[config.mk]
export PLATFORM = sky130hd
export DESIGN_NAME = engine_runup_idle_flags
export DESIGN_NICKNAME = d
export VERILOG_FILES = /design/src/rtl/erif_pkg.sv /design/src/rtl/erif_cfg.sv /design/src/rtl/erif_core.sv /design/src/rtl/engine_runup_idle_flags.sv
export SDC_FILE = /design/constraint.sdc
export NUM_CORES = 1
export LEC_CHECK = 0
export BUFFER_PORTS_ARGS = -buffer_cell sky130_fd_sc_hd__buf_2
export CORE_MARGIN = 3
export CORE_UTILIZATION = 52
export DETAILED_ROUTE_END_ITERATION = 8
export PLACE_DENSITY = 0.73
export SETUP_SLACK_MARGIN = 0.2
export SLEW_MARGIN = 20
export SYNTH_ARGS = -nofsm -noshare
export SYNTH_HDL_FRONTEND = slang
export SYNTH_HIERARCHICAL = 1
export SYNTH_SLANG_ARGS = --single-unit
[constraint.sdc]
create_clock -name clk -period 4.73 [get_ports clk]
set_input_delay 0.2365 -clock clk [delete_from_list [all_inputs] [get_ports clk]]
set_output_delay 0.2365 -clock clk [all_outputs]
set_load 0.02 [all_outputs]
[src/rtl/erif_pkg.sv]
package erif_pkg;

    // Default number of bank items that make up one tick at most
    localparam int ERIF_MAX_BANKS = 2;

    // Field widths
    localparam int RPM_W   = 16;
    localparam int POS_W   = 16;
    localparam int DELTA_W = 24;
    localparam int TIME_W  = 40;

    // Stream payload widths, rounded up to whole bytes
    localparam int IN_DATA_W  = 112;
    localparam int OUT_DATA_W = 88;

    // Configuration port
    localparam int ADDR_W = 5;
    localparam int APB_W  = 32;

    // Register indexes (byte address divided by four)
    typedef enum logic [2:0] {
        REG_RUNUP_RPM_LOW  = 3'd0,
        REG_RUNUP_RPM_HIGH = 3'd1,
        REG_POS_THR_LOW    = 3'd2,
        REG_POS_THR_HIGH   = 3'd3,
        REG_POS_CHECK_EN   = 3'd4
    } reg_index_t;

    // Reset values of the configuration registers
    localparam logic [RPM_W-1:0] RUNUP_RPM_LOW_RST  = 16'd300;
    localparam logic [RPM_W-1:0] RUNUP_RPM_HIGH_RST = 16'd400;
    localparam logic [POS_W-1:0] POS_THR_LOW_RST    = 16'd0;
    localparam logic [POS_W-1:0] POS_THR_HIGH_RST   = 16'd0;

    // Configuration as seen by the datapath
    typedef struct packed {
        logic [RPM_W-1:0] runup_rpm_low;
        logic [RPM_W-1:0] runup_rpm_high;
        logic [POS_W-1:0] pos_thr_low;
        logic [POS_W-1:0] pos_thr_high;
        logic             pos_check_enabled;
    } cfg_t;

    // One bank item
    typedef struct packed {
        logic               bank_last;
        logic [DELTA_W-1:0] time_delta_us;
        logic               crank_valid;
        logic [RPM_W-1:0]   crank_rpm;
        logic [POS_W-1:0]   pos_value;
        logic               pos_valid;
        logic [RPM_W-1:0]   bank_rpm;
        logic               bank_rpm_valid;
        logic [RPM_W-1:0]   idle_rpm_thr_low;
        logic [RPM_W-1:0]   idle_rpm_thr_high;
        logic               idle_rpm_thr_valid;
    } item_t;

    // One result item
    typedef struct packed {
        logic              runup_out;
        logic              idle_out;
        logic              econ_idle_out;
        logic              pos_idle_out;
        logic              rpm_idle_out;
        logic [TIME_W-1:0] run_time_current_us;
        logic [TIME_W-1:0] run_time_total_us;
    } result_t;

endpackage

[src/rtl/erif_cfg.sv]
module erif_cfg (
    input  logic                       clk,
    input  logic                       rst_n,
    input  logic                       psel,
    input  logic                       penable,
    input  logic                       pwrite,
    input  logic [erif_pkg::ADDR_W-1:0] paddr,
    input  logic [erif_pkg::APB_W-1:0]  pwdata,
    output logic [erif_pkg::APB_W-1:0]  prdata,
    output erif_pkg::cfg_t              cfg
);
    import erif_pkg::*;

    cfg_t       cfg_reg;
    cfg_t       cfg_next;
    reg_index_t index;
    logic       wr_en;

    assign index = reg_index_t'(paddr[ADDR_W-1:2]);
    assign wr_en = psel && penable && pwrite;

    // Register write decode
    always_comb
    begin
        cfg_next = cfg_reg;
        if (wr_en)
        begin
            unique case (index)
                REG_RUNUP_RPM_LOW:  cfg_next.runup_rpm_low     = pwdata[RPM_W-1:0];
                REG_RUNUP_RPM_HIGH: cfg_next.runup_rpm_high    = pwdata[RPM_W-1:0];
                REG_POS_THR_LOW:    cfg_next.pos_thr_low       = pwdata[POS_W-1:0];
                REG_POS_THR_HIGH:   cfg_next.pos_thr_high      = pwdata[POS_W-1:0];
                REG_POS_CHECK_EN:   cfg_next.pos_check_enabled = pwdata[0];
                default:            cfg_next = cfg_reg;
            endcase
        end
    end

    always_ff @(posedge clk or negedge rst_n)
    begin
        if (!rst_n)
        begin
            cfg_reg.runup_rpm_low     <= RUNUP_RPM_LOW_RST;
            cfg_reg.runup_rpm_high    <= RUNUP_RPM_HIGH_RST;
            cfg_reg.pos_thr_low       <= POS_THR_LOW_RST;
            cfg_reg.pos_thr_high      <= POS_THR_HIGH_RST;
            cfg_reg.pos_check_enabled <= 1'b0;
        end
        else
        begin
            cfg_reg <= cfg_next;
        end
    end

    // Read-back of the register selected by the address
    always_comb
    begin
        unique case (index)
            REG_RUNUP_RPM_LOW:  prdata = APB_W'(cfg_reg.runup_rpm_low);
            REG_RUNUP_RPM_HIGH: prdata = APB_W'(cfg_reg.runup_rpm_high);
            REG_POS_THR_LOW:    prdata = APB_W'(cfg_reg.pos_thr_low);
            REG_POS_THR_HIGH:   prdata = APB_W'(cfg_reg.pos_thr_high);
            REG_POS_CHECK_EN:   prdata = APB_W'(cfg_reg.pos_check_enabled);
            default:            prdata = '0;
        endcase
    end

    assign cfg = cfg_reg;

endmodule

[src/rtl/erif_core.sv]
module erif_core #(
    parameter int MAX_BANKS = erif_pkg::ERIF_MAX_BANKS
) (
    input  logic              clk,
    input  logic              rst_n,
    input  erif_pkg::cfg_t    cfg,
    input  erif_pkg::item_t   item,
    input  logic              advance,
    output logic              emit,
    output erif_pkg::result_t result
);
    import erif_pkg::*;

    localparam int CNT_W = (MAX_BANKS > 1) ? $clog2(MAX_BANKS) : 1;
    localparam logic [TIME_W-1:0] TIME_MAX = {TIME_W{1'b1}};

    // Flags and times carried from tick to tick
    logic              runup_reg;
    logic              pos_idle_reg;
    logic              rpm_idle_reg;
    logic [TIME_W-1:0] time_cur_reg;
    logic [TIME_W-1:0] time_tot_reg;
    logic              pos_ok_reg;
    logic              rpm_ok_reg;
    logic              mid_tick_reg;
    logic [CNT_W-1:0]  count_reg;

    logic              first;
    logic              runup_next;
    logic              rpm_idle_eff;
    logic [TIME_W-1:0] time_cur_next;
    logic [TIME_W-1:0] time_tot_next;
    logic              pos_ok_next;
    logic              rpm_ok_next;
    logic [POS_W-1:0]  pos_thr;
    logic [RPM_W-1:0]  rpm_thr;
    logic [CNT_W-1:0]  count_cur;
    logic              tick_end;

    // Saturating add of a time delta to a run time
    function automatic logic [TIME_W-1:0] sat_add(input logic [TIME_W-1:0] a,
                                                  input logic [DELTA_W-1:0] d);
        logic [TIME_W:0] s;
        s = {1'b0, a} + (TIME_W+1)'(d);
        return s[TIME_W] ? TIME_MAX : s[TIME_W-1:0];
    endfunction

    assign first = !mid_tick_reg;

    // Run-up hysteresis and run times, evaluated on the tick's first item
    always_comb
    begin
        runup_next = runup_reg;
        if (first)
        begin
            if (!item.crank_valid)
                runup_next = 1'b0;
            else if (item.crank_rpm > cfg.runup_rpm_high)
                runup_next = 1'b1;
            else if (item.crank_rpm < cfg.runup_rpm_low)
                runup_next = 1'b0;
        end

        time_cur_next = time_cur_reg;
        time_tot_next = time_tot_reg;
        rpm_idle_eff  = rpm_idle_reg;
        if (first)
        begin
            if (runup_next)
            begin
                time_cur_next = sat_add(time_cur_reg, item.time_delta_us);
                time_tot_next = sat_add(time_tot_reg, item.time_delta_us);
            end
            else
            begin
                time_cur_next = '0;
                rpm_idle_eff  = 1'b0;
            end
        end
    end

    // Per-bank idle tests, ANDed into the tick's accumulators
    assign pos_thr = pos_idle_reg ? cfg.pos_thr_high : cfg.pos_thr_low;
    assign rpm_thr = rpm_idle_eff ? item.idle_rpm_thr_high : item.idle_rpm_thr_low;

    assign pos_ok_next = (first || pos_ok_reg) && cfg.pos_check_enabled && item.pos_valid
                         && (item.pos_value <= pos_thr);
    assign rpm_ok_next = (first || rpm_ok_reg) && item.bank_rpm_valid
                         && item.idle_rpm_thr_valid && (item.bank_rpm <= rpm_thr);

    // Bank counting; the last permitted bank closes the tick on its own
    assign count_cur = first ? '0 : count_reg;
    assign tick_end  = item.bank_last || (count_cur == CNT_W'(MAX_BANKS - 1));
    assign emit      = tick_end;

    always_comb
    begin
        result.runup_out           = runup_next;
        result.idle_out            = runup_next && pos_ok_next && rpm_ok_next;
        result.econ_idle_out       = runup_next && pos_ok_next && !rpm_ok_next;
        result.pos_idle_out        = pos_ok_next;
        result.rpm_idle_out        = rpm_ok_next;
        result.run_time_current_us = time_cur_next;
        result.run_time_total_us   = time_tot_next;
    end

    always_ff @(posedge clk or negedge rst_n)
    begin
        if (!rst_n)
        begin
            runup_reg    <= 1'b0;
            pos_idle_reg <= 1'b0;
            rpm_idle_reg <= 1'b0;
            time_cur_reg <= '0;
            time_tot_reg <= '0;
            pos_ok_reg   <= 1'b1;
            rpm_ok_reg   <= 1'b1;
            mid_tick_reg <= 1'b0;
            count_reg    <= '0;
        end
        else if (advance)
        begin
            runup_reg    <= runup_next;
            time_cur_reg <= time_cur_next;
            time_tot_reg <= time_tot_next;
            pos_ok_reg   <= pos_ok_next;
            rpm_ok_reg   <= rpm_ok_next;
            if (tick_end)
            begin
                pos_idle_reg <= pos_ok_next;
                rpm_idle_reg <= rpm_ok_next;
                mid_tick_reg <= 1'b0;
                count_reg    <= '0;
            end
            else
            begin
                rpm_idle_reg <= rpm_idle_eff;
                mid_tick_reg <= 1'b1;
                count_reg    <= count_cur + 1'b1;
            end
        end
    end

endmodule

[src/rtl/engine_runup_idle_flags.sv]
// Engine run-up and idle flag block.
//
// Bank items arrive on the s_ stream, one per bank; s_tlast marks the last
// bank item of a calculation tick. The first item of a tick updates the
// run-up flag and the run times, every item contributes its position and rpm
// idle tests, and the item that closes the tick (s_tlast, or the MAX_BANKS-th
// bank) produces one result item on the m_ stream. Other items produce none.
// Thresholds and the position check enable must be written over the APB port
// only while idle, which the block does not enforce; pready is always high.
//
// An accepted item is held in the input register, and the result of the item
// that closes a tick is registered in the output register, from which it is
// offered on the m_ stream. One item is accepted every cycle unless a closing
// item is held back by a waiting result; the limit is the single state update
// per cycle in the flag logic.
// If m_tready is held low with a result waiting, items that produce no result
// still go through; the next closing item waits in the input register and
// s_tready drops until the waiting result is taken.
// Reset clears all flags and run times and returns the configuration
// registers to their defaults.
module engine_runup_idle_flags #(
    parameter int MAX_BANKS = erif_pkg::ERIF_MAX_BANKS
) (
    input  logic                           clk,
    input  logic                           rst_n,
    // Bank items
    input  logic                           s_tvalid,
    output logic                           s_tready,
    // time_delta_us[23:0], crank_valid[24], crank_rpm[40:25], pos_value[56:41],
    // pos_valid[57], bank_rpm[73:58], bank_rpm_valid[74],
    // idle_rpm_thr_low[90:75], idle_rpm_thr_high[106:91],
    // idle_rpm_thr_valid[107], zero fill[111:108]
    input  logic [erif_pkg::IN_DATA_W-1:0]  s_tdata,
    input  logic                           s_tlast,
    // Result items
    output logic                           m_tvalid,
    input  logic                           m_tready,
    // runup_out[0], idle_out[1], econ_idle_out[2], pos_idle_out[3],
    // rpm_idle_out[4], run_time_current_us[44:5], run_time_total_us[84:45],
    // zero fill[87:85]
    output logic [erif_pkg::OUT_DATA_W-1:0] m_tdata,
    // Configuration
    input  logic                           psel,
    input  logic                           penable,
    input  logic                           pwrite,
    input  logic [erif_pkg::ADDR_W-1:0]     paddr,
    input  logic [erif_pkg::APB_W-1:0]      pwdata,
    output logic [erif_pkg::APB_W-1:0]      prdata,
    output logic                           pready
);
    import erif_pkg::*;

    cfg_t    cfg;
    item_t   s_item;
    item_t   in_item_reg;
    logic    in_valid_reg;
    logic    in_valid_next;
    result_t core_result;
    result_t out_reg;
    logic    out_valid_reg;
    logic    out_valid_next;
    logic    core_emit;
    logic    advance;
    logic    out_free;
    logic    s_accept;

    assign pready = 1'b1;

    erif_cfg u_cfg (
        .clk     (clk),
        .rst_n   (rst_n),
        .psel    (psel),
        .penable (penable),
        .pwrite  (pwrite),
        .paddr   (paddr),
        .pwdata  (pwdata),
        .prdata  (prdata),
        .cfg     (cfg)
    );

    // Unpack the incoming item
    always_comb
    begin
        s_item.bank_last          = s_tlast;
        s_item.time_delta_us      = s_tdata[23:0];
        s_item.crank_valid        = s_tdata[24];
        s_item.crank_rpm          = s_tdata[40:25];
        s_item.pos_value          = s_tdata[56:41];
        s_item.pos_valid          = s_tdata[57];
        s_item.bank_rpm           = s_tdata[73:58];
        s_item.bank_rpm_valid     = s_tdata[74];
        s_item.idle_rpm_thr_low   = s_tdata[90:75];
        s_item.idle_rpm_thr_high  = s_tdata[106:91];
        s_item.idle_rpm_thr_valid = s_tdata[107];
    end

    // The held item moves on unless it closes a tick and the result slot is full
    assign out_free = !out_valid_reg || m_tready;
    assign advance  = in_valid_reg && (!core_emit || out_free);
    assign s_tready = !in_valid_reg || advance;
    assign s_accept = s_tvalid && s_tready;

    erif_core #(
        .MAX_BANKS (MAX_BANKS)
    ) u_core (
        .clk     (clk),
        .rst_n   (rst_n),
        .cfg     (cfg),
        .item    (in_item_reg),
        .advance (advance),
        .emit    (core_emit),
        .result  (core_result)
    );

    // Input register
    assign in_valid_next = s_accept ? 1'b1 : (advance ? 1'b0 : in_valid_reg);

    always_ff @(posedge clk or negedge rst_n)
    begin
        if (!rst_n)
            in_valid_reg <= 1'b0;
        else
            in_valid_reg <= in_valid_next;
    end

    always_ff @(posedge clk)
    begin
        if (s_accept)
            in_item_reg <= s_item;
    end

    // Output register
    assign out_valid_next = (advance && core_emit) ? 1'b1 :
                            (m_tready ? 1'b0 : out_valid_reg);

    always_ff @(posedge clk or negedge rst_n)
    begin
        if (!rst_n)
            out_valid_reg <= 1'b0;
        else
            out_valid_reg <= out_valid_next;
    end

    always_ff @(posedge clk)
    begin
        if (advance && core_emit)
            out_reg <= core_result;
    end

    assign m_tvalid = out_valid_reg;
    assign m_tdata  = {3'b000,
                       out_reg.run_time_total_us,
                       out_reg.run_time_current_us,
                       out_reg.rpm_idle_out,
                       out_reg.pos_idle_out,
                       out_reg.econ_idle_out,
                       out_reg.idle_out,
                       out_reg.runup_out};

    // The current run time never runs ahead of the total run time.
    a_time_order: assert property (@(posedge clk) disable iff (!rst_n)
        m_tvalid |-> (out_reg.run_time_current_us <= out_reg.run_time_total_us))
        else $error("current run time exceeds total run time");

    // Idle and economy idle exclude each other and both need run-up.
    a_idle_excl: assert property (@(posedge clk) disable iff (!rst_n)
        m_tvalid |-> !(out_reg.idle_out && out_reg.econ_idle_out))
        else $error("idle and economy idle both set");

    a_idle_runup: assert property (@(posedge clk) disable iff (!rst_n)
        (m_tvalid && (out_reg.idle_out || out_reg.econ_idle_out)) |-> out_reg.runup_out)
        else $error("idle flag set without run-up");

    // A closing item is held back only while a result waits to be taken.
    a_hold_reason: assert property (@(posedge clk) disable iff (!rst_n)
        (in_valid_reg && !advance) |-> (core_emit && out_valid_reg && !m_tready))
        else $error("held item stalled without a waiting result");

    // A new result is only loaded into a free output slot.
    a_no_overwrite: assert property (@(posedge clk) disable iff (!rst_n)
        (advance && core_emit) |-> out_free)
        else $error("result overwritten before it was taken");

endmodule
==> results of run 1 <==
synth_stat cells (15+ instances only):
cell,count,area share (%)
a21o_1,40,1.6
a21oi_1,107,2.9
a31oi_1,47,1.6
and3_1,19,0.63
buf_2,26,0.69
buf_4,28,1.1
clkbuf_1,33,0.66
dfrtp_1,144,19
edfxtp_1,194,31
ha_1,111,7.4
inv_1,60,1.2
mux2_2,71,4.3
mux2_4,20,1.6
mux2i_1,37,2.0
mux4_2,15,1.8
nand2_1,132,2.6
nand3_1,31,0.83
nand4_1,31,1.0
nor2_1,89,1.8
nor2b_1,30,1.0
nor3_1,20,0.53
o21ai_0,89,2.4
xnor2_1,21,0.98
xor2_1,16,0.75
layout by cell type (no fill, tap or decap), drive strengths merged, types with 22 or more instances in the layout:
cell type / n
nand4: 31
inv: 61
a21o: 40
mux2i: 37
dfrtp: 144
edfxtp: 194
nand3: 31
nor3: 22
a21oi: 109
nor2b: 30
clkbuf: 55
buf: 266
mux2: 95
ha: 111
a31oi: 48
nor2: 92
nand2: 134
o21ai: 95
dlygate4sd3: 128
cell type report:
class | count | share of cell area [%]
well taps | 455 | 2.475
inverters | 62 | 1.012
repair buffers | 394 | 11.82
clock inverters | 15 | 0.8975
multi-input cells | 1132 | 36.82
flip-flops and latches | 347 | 42.02
clock buffers | 55 | 4.950
metrics by stage:
stage          total power, mW  instances   TNS, ns  utilization [%]  worst slack, ns
3_5_place_dp             8.859       2256  -0.04393            57.80         -0.04393
3_3_place_gp             8.721       2256         0            57.80           0.1557
6_report                 12.19       2460         0            65.62           0.2649
4_1_cts                  12.14       2456         0            65.36           0.2378
5_1_grt                  12.91       2460         0            65.62          0.02085
2_1_floorplan            7.654       1637         0                -           0.4752
power by group:
| part | switching, mW | internal [mW] | leakage, nW |
|---|---|---|---|
| Sequential | 0.418 | 3.96 | 3.81 |
| Combinational | 2.80 | 1.85 | 5.39 |
| Clock | 1.21 | 1.95 | 0.654 |
worst min-delay path by stage:
stage                        start            end  slack (ns)
after detailed placement     rst_n  u_cfg/cfg[12]        0.29
after CTS                 m_tready       m_tvalid        0.20
after global routing      m_tready       m_tvalid        0.23
after floorplan              rst_n   in_valid_reg       -0.06
after global placement       rst_n  u_cfg/cfg[60]        0.28
final                     m_tready       m_tvalid        0.21
per-layer routing:
metal	share of wire, %	vias to the layer above	wire length [µm]	track usage, %
li1	-	6743	-	-
met1	42	7061	20590	34.05
met2	48	568	23870	42.07
met3	6.8	104	3379	4.225
met4	3.5	0	1743	9.559
met5	0	-	0	0
cells by family (layout without fill, tap and decap cells):
logic type	after synthesis	after routing	share of synthesized area (%)
flip-flops	347	347	51.49
adder cells (fa/ha/maj)	113	113	7.611
buffers and inverters	158	526	4.219
multiplexers	147	147	9.871
AND/OR/NAND/NOR	412	412	11.04
AO/OA/AOI/OAI	403	403	13.98
other	3	20	0.05998
XOR/XNOR	37	37	1.726
timing repair:
| action | 4_1_cts | 5_1_grt |
|---|---|---|
| endpoints found under the hold margin | 232 | 0 |
| gates cloned | 0 | 0 |
| pin swaps | 3 | 4 |
| hold buffers | 128 | 0 |
| buffers inserted | 2 | 3 |
| setup endpoints to repair | 4 | 5 |
| resized for setup | 2 | 17 |
worst register-to-register path, cell delays in order (launching register included):
cell      delay (ns)
dfstp_2         0.54
inv_1           0.05
ha_1            0.33
a21oi_2         0.14
o21ai_1         0.11
a221oi_2        0.34
nand3_2         0.16
a22oi_2         0.20
nor2b_2         0.11
o21ai_4         0.20
buf_6           0.17
mux2i_2         0.22
ha_1            0.28
a21o_1          0.20
a211oi_1        0.32
o21ai_0         0.17
a211oi_1        0.19
o311ai_1        0.15
a21o_1          0.20
inv_1           0.09
nor3_2          0.04
==> metrics, run 1 <==
capturing point of the worst reg2reg path=m_tdata[2]; CP cell instances=inv_1, ha_1, a21oi_2, o21ai_1, a221oi_2, nand3_2, a22oi_2, nor2b_2, o21ai_4, buf_6, mux2i_2, ha_1, a21o_1, a211oi_1, o21ai_0, a211oi_1, o311ai_1, a21o_1, inv_1, nor3_2; cell area after layout=23000 µm²; Synth Warn #=6; largest net degree at the start of global routing=87; synthesis-to-layout area growth=22.53%; fin nets=2245; Die Footprint=38420 µm²; drt pass-1 iters=7; R2R depth=20; reg2reg setup slack=0.26 ns; Avg Synthesized Cell Area=11.59 µm²; ys async rst share=44.09%; buffers plus inverters on the worst setup path=3; placed cell area=20260 µm²; Final min period=4.465 ns; Max Cap Viol=0; hold_ws=0.2113 ns; DR iter-0 viols=1114; via count=14480; final slew viol count=0; Post-synth EDFFs=194; FF+latch count, synth=347; Clk Latency, worst-skew pair=0.54 ns; remaining antenna violation count after routing=0; diode count=0; Synth Flop Type=edfxtp_1; Setup crit end kind=flop; IO Pins=280; Hold Crit Class=input pin to flop; largest delay contributor family on the critical path=compound AO/OA/AOI/OAI gates; Clock H-tree levels=2; PwrDens=529.9 nW/µm²; unrepaired setup endpoints after global routing=no; outcome=complete, no violations; cell row count=68; wire per inst=20.16 µm; initial cell density of the core=53.56%; synthesized cell area=18770 µm²; Die Wd=196.0 µm; CTS tree=yes; P_leak=9.855 nW; CP Depth=20; total wire length=49.59 mm; Root Buffer=clkbuf_16; Clock Sinks=347; r2r startpoint=u_cfg/cfg[40]; CTS max path bufs=3; vias in the first global route=14700; first-pass GRT wire length=78.47 mm; final clock skew=0.01743 ns; layout cells sized above 1=24.64%; Fin. Hold Viols=0; Slew HR=23.38%; cts bufs inserted=38; Setup crit start=u_cfg/cfg[40]; core area=35050 µm²; vias per cell=5.885; CP Launch Type=flop; slowest library cell on the worst path=dfstp_2; WP data arrival=4.75 ns; critical path required time=5.02 ns; Storage cell area=9667 µm²; die height=196.0 µm; fin crit share=94.40%; overall routing resource usage=25.47%; DP Wirelength=33.03 mm; slowest stage delay, CP=0.54 ns; Mapped Cells=1620; worst vdd ir=0.3420 mV; total gr overflow=0; Unique masters post-synth=94; Port Buf Inserts=237; Multi-input gate area=8471 µm²; Largest register FFs=109; register clock-pin slew on the reported worst setup and hold paths=0.06 ns; final setup vio count=0; DRC errors left=0; Seq/Total Area, Yosys=51.49%; CP endpoint=m_tdata[2]; Fillers=2628; fmax=224.0 MHz; worst slew pin tran=1.149 ns; critical path class=flop to flop; hold path cells=3; Placer Congestion=0.9233; antenna violations before repair=0; highest net fanout along the worst path=6
(Power assumes the default switching activity.)
==> run 2: changes to the inputs <==
--- a/config.mk
+++ b/config.mk
@@ -6,10 +6,11 @@
 export NUM_CORES = 1
 export LEC_CHECK = 0
 export BUFFER_PORTS_ARGS = -buffer_cell sky130_fd_sc_hd__buf_2
+export CORE_ASPECT_RATIO = 0.9
 export CORE_MARGIN = 3
-export CORE_UTILIZATION = 52
+export CORE_UTILIZATION = 45
 export DETAILED_ROUTE_END_ITERATION = 8
-export PLACE_DENSITY = 0.73
+export PLACE_DENSITY = 0.68
 export SETUP_SLACK_MARGIN = 0.2
 export SLEW_MARGIN = 20
 export SYNTH_ARGS = -nofsm -noshare
==> run 2 against run 1 <==
Sequential power about the same; die area increased by 15%; routed wire length increased by 3.3%; sequential share of layout area decreased by 0.34 points; clock-buffer cell count decreased by 7.
==> metrics, run 2 (synthesis gave the netlist of run 1 again) <==
unrepaired setup endpoints after global routing=no; outcome=complete, no violations; Flop pwr share=36.0% (about the same); slowest stage delay, CP=0.53 ns (about the same); PwrDens=524.0 nW/µm² (-1.1%); layout cells sized above 1=25.38% (+0.75 points); worst vdd ir=0.3318 mV (-3.0%); synthesis-to-layout area growth=23.53%; final clock skew=0.02123 ns (+0.003792 ns); critical path required time=5.03 ns (about the same); final slew viol count=0 (unchanged); remaining antenna violation count after routing=0 (unchanged); worst slew pin tran=1.053 ns (-0.09648 ns); Multi-input gate area=8513 µm² (+0.50%); Net Sw Power=4.520 mW (+2.0%); Placer Congestion=0.9332 (+1.1%); highest net fanout along the worst path=8 (+2); Die Footprint=44210 µm² (+15%); cell row count=70 (+2.9%); register clock-pin slew on the reported worst setup and hold paths=0.06 ns (about the same); wire per inst=20.03 µm (-0.64%); CTS max path bufs=3 (unchanged); Setup crit end kind=flop; total gr overflow=0 (unchanged); P_leak=9.916 nW (+0.62%); overall routing resource usage=22.79% (-2.7 points); drt pass-1 iters=5 (-2); Storage cell area=9667 µm² (unchanged); Clock H-tree levels=2 (unchanged); TNS Setup=0 ns (unchanged); IO Pins=280 (unchanged); fin crit share=92.34% (-2.1 points); initial cell density of the core=45.90% (-7.7 points); diode count=0 (unchanged); commonest non-fill, non-tap cells in the layout=236 x buf_2, 194 x edfxtp_1, 143 x dfrtp_1; worst setup margin=0.3625 ns (+0.09756 ns); vias in the first global route=14210 (-3.4%); Hold Crit Class=input pin to flop; Final min period=4.368 ns (-0.09756 ns); hold_ws=0.1855 ns (-0.02578 ns); cell area after layout=23190 µm² (+0.81%); DP Wirelength=34.49 mm (+4.4%); Clock Sinks=347 (unchanged); CP cell instances=inv_1, ha_1, nand4_1, or4_4, a22oi_2, nor2b_4, o21ai_4, buf_12, buf_4, mux2i_1, ha_1, nand3_1, nor2_2, nand2_2, a211oi_2, a211oi_2, o311ai_1, buf_4, a21o_1, nor3_1; switch share=37.20% (+0.85 points); fmax=229.0 MHz (+2.2%); cts bufs inserted=39 (+2.6%); Setup WS pre-CTS=0.1247 ns (+0.1686 ns); CTS tree=yes; die height=199.8 µm (+1.9%); WP data arrival=4.67 ns (-0.08 ns); final setup vio count=0 (unchanged); total wire length=51.21 mm (+3.3%); Slew HR=29.74% (+6.4 points); commonest non-fill, non-tap cell in the layout=buf_2; placed cell area=20390 µm² (+0.66%); via count=14400 (-0.50%); Fillers=3384 (+29%); critical path class=flop to flop; core area=40900 µm² (+17%); Fin. Hold Viols=0 (unchanged); slowest library cell on the worst path=dfstp_2; Int Pwr=7.631 mW (-1.6%); largest net degree at the start of global routing=79 (-9.2%); Comb pwr share=38.9% (+0.8 points); Clk Latency, worst-skew pair=0.55 ns (about the same); Largest register FFs=109 (unchanged); Root Buffer=clkbuf_16; CP Launch Type=flop; first-pass GRT wire length=79.83 mm (+1.7%); DR iter-0 viols=1200 (+7.7%); Clk pwr share=25.1% (-0.8 points); vias per cell=5.633 (-4.3%); Max Cap Viol=0 (unchanged); Port Buf Inserts=237 (unchanged); antenna violations before repair=0 (unchanged); fin nets=2256 (+0.49%); DRC errors left=0 (unchanged); Die Wd=221.3 µm (+13%)
-- run 2: cell types whose count changed in the layout (fill, tap and decap cells not counted), moves of 3 or more --
| cell | delta |
|---|---|
| buf_4 | +10 |
| mux2i_1 | +3 |
| clkinv_2 | +4 |
| clkbuf_8 | -6 |
| mux2i_2 | -3 |
-- run 2: cell type report --
| type | count | area share [%] |
|---|---|---|
| Clock buffer | 48 | 4.446 |
| Timing Repair Buffer | 404 | 12.17 |
| Sequential cell | 347 | 41.69 |
| Inverter | 62 | 1.004 |
| Multi-Input combinational cell | 1132 | 36.71 |
| Clock inverter | 24 | 1.074 |
| Tap cell | 540 | 2.914 |
-- run 2: metrics by stage --
step	util, %	power, mW	cells
final	56.70	12.15	2557
after global routing	56.70	12.92	2557
after CTS	56.15	12.10	2543
after detailed placement	49.86	8.917	2343
after global placement	49.86	8.813	2343
after floorplan	-	7.654	1637
-- run 2: repair_timing --
action                                  in CTS  in global routing
hold buffers                               128                  0
pin swaps                                    2                 19
buffers inserted                             0                 13
gates resized for setup                      2                 26
gates cloned                                 0                  1
endpoints found under the setup margin       3                  5
hold endpoints to repair                   247                  0
-- run 2: routing by layer --
| metal | GRT usage [%] | wire length (µm) | vias up |
|---|---|---|---|
| li1 | - | - | 6769 |
| met1 | 31.91 | 22970 | 6991 |
| met2 | 35.79 | 23100 | 562 |
| met3 | 5.001 | 3831 | 81 |
| met4 | 7.320 | 1312 | 0 |
| met5 | 0 | 0 | - |
-- run 2: worst max-delay path: cells and delay by family (launching register included) --
family          cells  cell delay [ns]
simple gates        7             1.30
compound gates      6             1.11
fa+ha+maj           2             0.60
flops               1             0.53
buf+inv             4             0.49
mux                 1             0.07
-- run 2: power by group through the flow --
| stage | Clock, mW | Combinational (mW) | Sequential [mW] |
|---|---|---|---|
| after floorplan | 0 | 3.14 | 4.52 |
| after global placement | 0 | 4.41 | 4.40 |
| after detailed placement | 0 | 4.50 | 4.42 |
| after CTS | 3.12 | 4.61 | 4.37 |
| after global routing | 3.25 | 5.22 | 4.45 |
| final | 3.05 | 4.73 | 4.37 |
-- run 2: worst paths after layout --
| kind | start | slack (ns) | end | depth (start not counted) |
|---|---|---|---|---|
| worst max-delay path | u_cfg/cfg[41] | 0.36 | m_tdata[1] | 20 |
| worst min-delay path | m_tready | 0.19 | m_tvalid | 3 |
| worst max register to register | u_cfg/cfg[41] | 0.36 | m_tdata[1] | 20 |
| worst min register to register | u_core/pos_ok_reg | 0.48 | u_core/pos_ok_reg | 2 |
| max in group asynchronous | rst_n | 3.22 | u_cfg/cfg[53] | 3 |
| min in group asynchronous | rst_n | 0.26 | u_core/time_tot_reg[16] | 2 |
==> run 3: changes to the inputs <==
--- a/config.mk
+++ b/config.mk
@@ -7,9 +7,9 @@
 export LEC_CHECK = 0
 export BUFFER_PORTS_ARGS = -buffer_cell sky130_fd_sc_hd__buf_2
 export CORE_ASPECT_RATIO = 0.9
-export CORE_MARGIN = 3
 export CORE_UTILIZATION = 45
 export DETAILED_ROUTE_END_ITERATION = 8
+export MAX_ROUTING_LAYER = met4
 export PLACE_DENSITY = 0.68
 export SETUP_SLACK_MARGIN = 0.2
 export SLEW_MARGIN = 20
==> run 3 against run 2 <==
Maximum frequency about the same; register-to-register slack about the same; critical path depth unchanged; via count up 0.35%; highest routed layer unchanged.
==> metrics, run 3 (synthesis gave the netlist of run 1 again) <==
outcome=complete, no violations; CP Launch Type=flop; Setup WS pre-CTS=0.08390 ns (-0.04079 ns); remaining antenna violation count after routing=0 (unchanged); vias in the first global route=14290 (+0.61%); total gr overflow=0 (unchanged); Die Wd=217.3 µm (-1.8%); CP cell instances=inv_1, ha_1, nand4_1, or4_4, a22oi_2, nor2b_2, o21ai_4, buf_12, mux2i_2, ha_1, nor2b_1, o21a_1, o21ai_0, a211oi_2, a211oi_1, o311ai_1, buf_4, a21o_1, inv_1, nor3_1; buffers plus inverters on the worst setup path=4 (unchanged); Clock H-tree levels=2 (unchanged); commonest non-fill, non-tap cell in the layout=buf_2; P_leak=9.866 nW (-0.50%); slowest library cell on the worst path=or4_4; synthesis-to-layout area growth=22.91%; Multi-input gate area=8459 µm² (-0.63%); largest net degree at the start of global routing=90 (+14%); final clock skew=0.02610 ns (+0.004871 ns); DR iter-0 viols=1329 (+11%); wire per inst=20.02 µm (about the same); Clock Sinks=347 (unchanged); final setup vio count=0 (unchanged); Fin. Hold Viols=0 (unchanged); critical path class=flop to flop; unrepaired setup endpoints after global routing=yes; Setup crit end kind=flop; CTS tree=yes; TNS Setup=0 ns (unchanged); Fillers=3335 (-1.4%); worst vdd ir=0.3471 mV (+4.6%); Die Footprint=42540 µm² (-3.8%); Storage cell area=9667 µm² (unchanged); CTS max path bufs=3 (unchanged); Clk Latency, worst-skew pair=0.57 ns (+0.02 ns); slowest stage delay, CP=0.56 ns (+0.03 ns); vias per cell=5.663 (+0.54%); PwrDens=522.8 nW/µm² (-0.22%); drt pass-1 iters=6 (+1); largest delay contributor family on the critical path=compound AO/OA/AOI/OAI gates; fmax=228.9 MHz (about the same); Hold Crit Class=input pin to flop; worst setup margin=0.3614 ns (-0.001093 ns); Slew HR=29.70% (-0.046 points); die height=195.8 µm (-2.0%); DRC errors left=0 (unchanged); commonest non-fill, non-tap cells in the layout=236 x buf_2, 194 x edfxtp_1, 143 x dfrtp_1; fin crit share=92.36% (about the same); Root Buffer=clkbuf_16; total wire length=51.10 mm (-0.23%); cts bufs inserted=38 (-2.6%); Port Buf Inserts=237 (unchanged); Placer Congestion=0.9280 (-0.56%); layout cells sized above 1=24.70% (-0.68 points); register clock-pin slew on the reported worst setup and hold paths=0.06 ns (about the same); overall routing resource usage=24.92% (+2.1 points); antenna violations before repair=0 (unchanged); WP data arrival=4.69 ns (+0.02 ns); fin nets=2252 (-0.18%); highest net fanout along the worst path=14 (+6); first-pass GRT wire length=79.80 mm (about the same); via count=14450 (+0.35%); initial cell density of the core=45.90% (unchanged); Largest register FFs=109 (unchanged); worst slew pin tran=1.053 ns (+0.0006859 ns); Max Cap Viol=0 (unchanged); DP Wirelength=34.16 mm (-0.97%); core area=40900 µm² (unchanged); final slew viol count=0 (unchanged); Final min period=4.369 ns (+0.001093 ns); cell row count=70 (unchanged); diode count=0 (unchanged); IO Pins=280 (unchanged); critical path required time=5.05 ns (+0.02 ns)
-- run 3: path summary, 6_finish.rpt --
path | cells past startpoint | to | slack (ns) | startpoint
worst max-delay path | 20 | m_tdata[2] | 0.36 | u_cfg/cfg[40]
worst min-delay path | 3 | m_tvalid | 0.17 | m_tready
worst min register to register | 2 | u_core/pos_ok_reg | 0.49 | u_core/pos_ok_reg
worst max register to register | 20 | m_tdata[2] | 0.36 | u_cfg/cfg[40]
min in group asynchronous | 2 | u_cfg/cfg[22] | 0.32 | rst_n
max in group asynchronous | 3 | u_core/time_tot_reg[29] | 3.23 | rst_n
-- run 3: layout make-up --
class | instances | share of cell area [%]
clock buffers | 49 | 4.517
multi-input cells | 1132 | 36.66
clock inverters | 21 | 0.9869
repair buffers | 401 | 12.00
inverters | 62 | 1.009
well taps | 540 | 2.928
flip-flops and latches | 347 | 41.90
-- run 3: where the power goes --
group	internal [mW]	total (mW)	switching (mW)
clock	1.74	3.00	1.26
combinational	1.86	4.68	2.82
sequential	3.96	4.38	0.420
-- run 3: routing by layer --
metal / vias up / global-route usage (%) / wire length, µm
met5: - / - / 0
li1: 6751 / - / -
met4: 0 / 8.920 / 1609
met2: 590 / 37.11 / 23110
met3: 109 / 4.667 / 3737
met1: 7003 / 34.00 / 22640
-- run 3: per-stage QoR --
step,power [mW],cell area [µm²],util [%],cells,hold slack (ns)
2_1_floorplan,7.654,18840,-,1637,-0.05909
3_3_place_gp,8.807,20400,49.87,2343,0.3686
3_5_place_dp,8.916,20400,49.87,2343,0.3856
4_1_cts,12.06,22980,56.18,2543,0.1424
5_1_grt,12.81,23070,56.41,2552,0.1766
6_report,12.06,23070,56.41,2552,0.1735
-- run 3: repair_timing --
action,4_1_cts,5_1_grt
endpoints found under the hold margin,254,0
endpoints found under the setup margin,4,4
hold buffers,128,0
pin swaps,1,6
resized for setup,4,9
buffers inserted,2,9
-- run 3: tightest hold or removal path, cell delays in order --
cell and delay (ns):
buf_2 0.08, and2b_1 0.22, nand2b_1 0.16
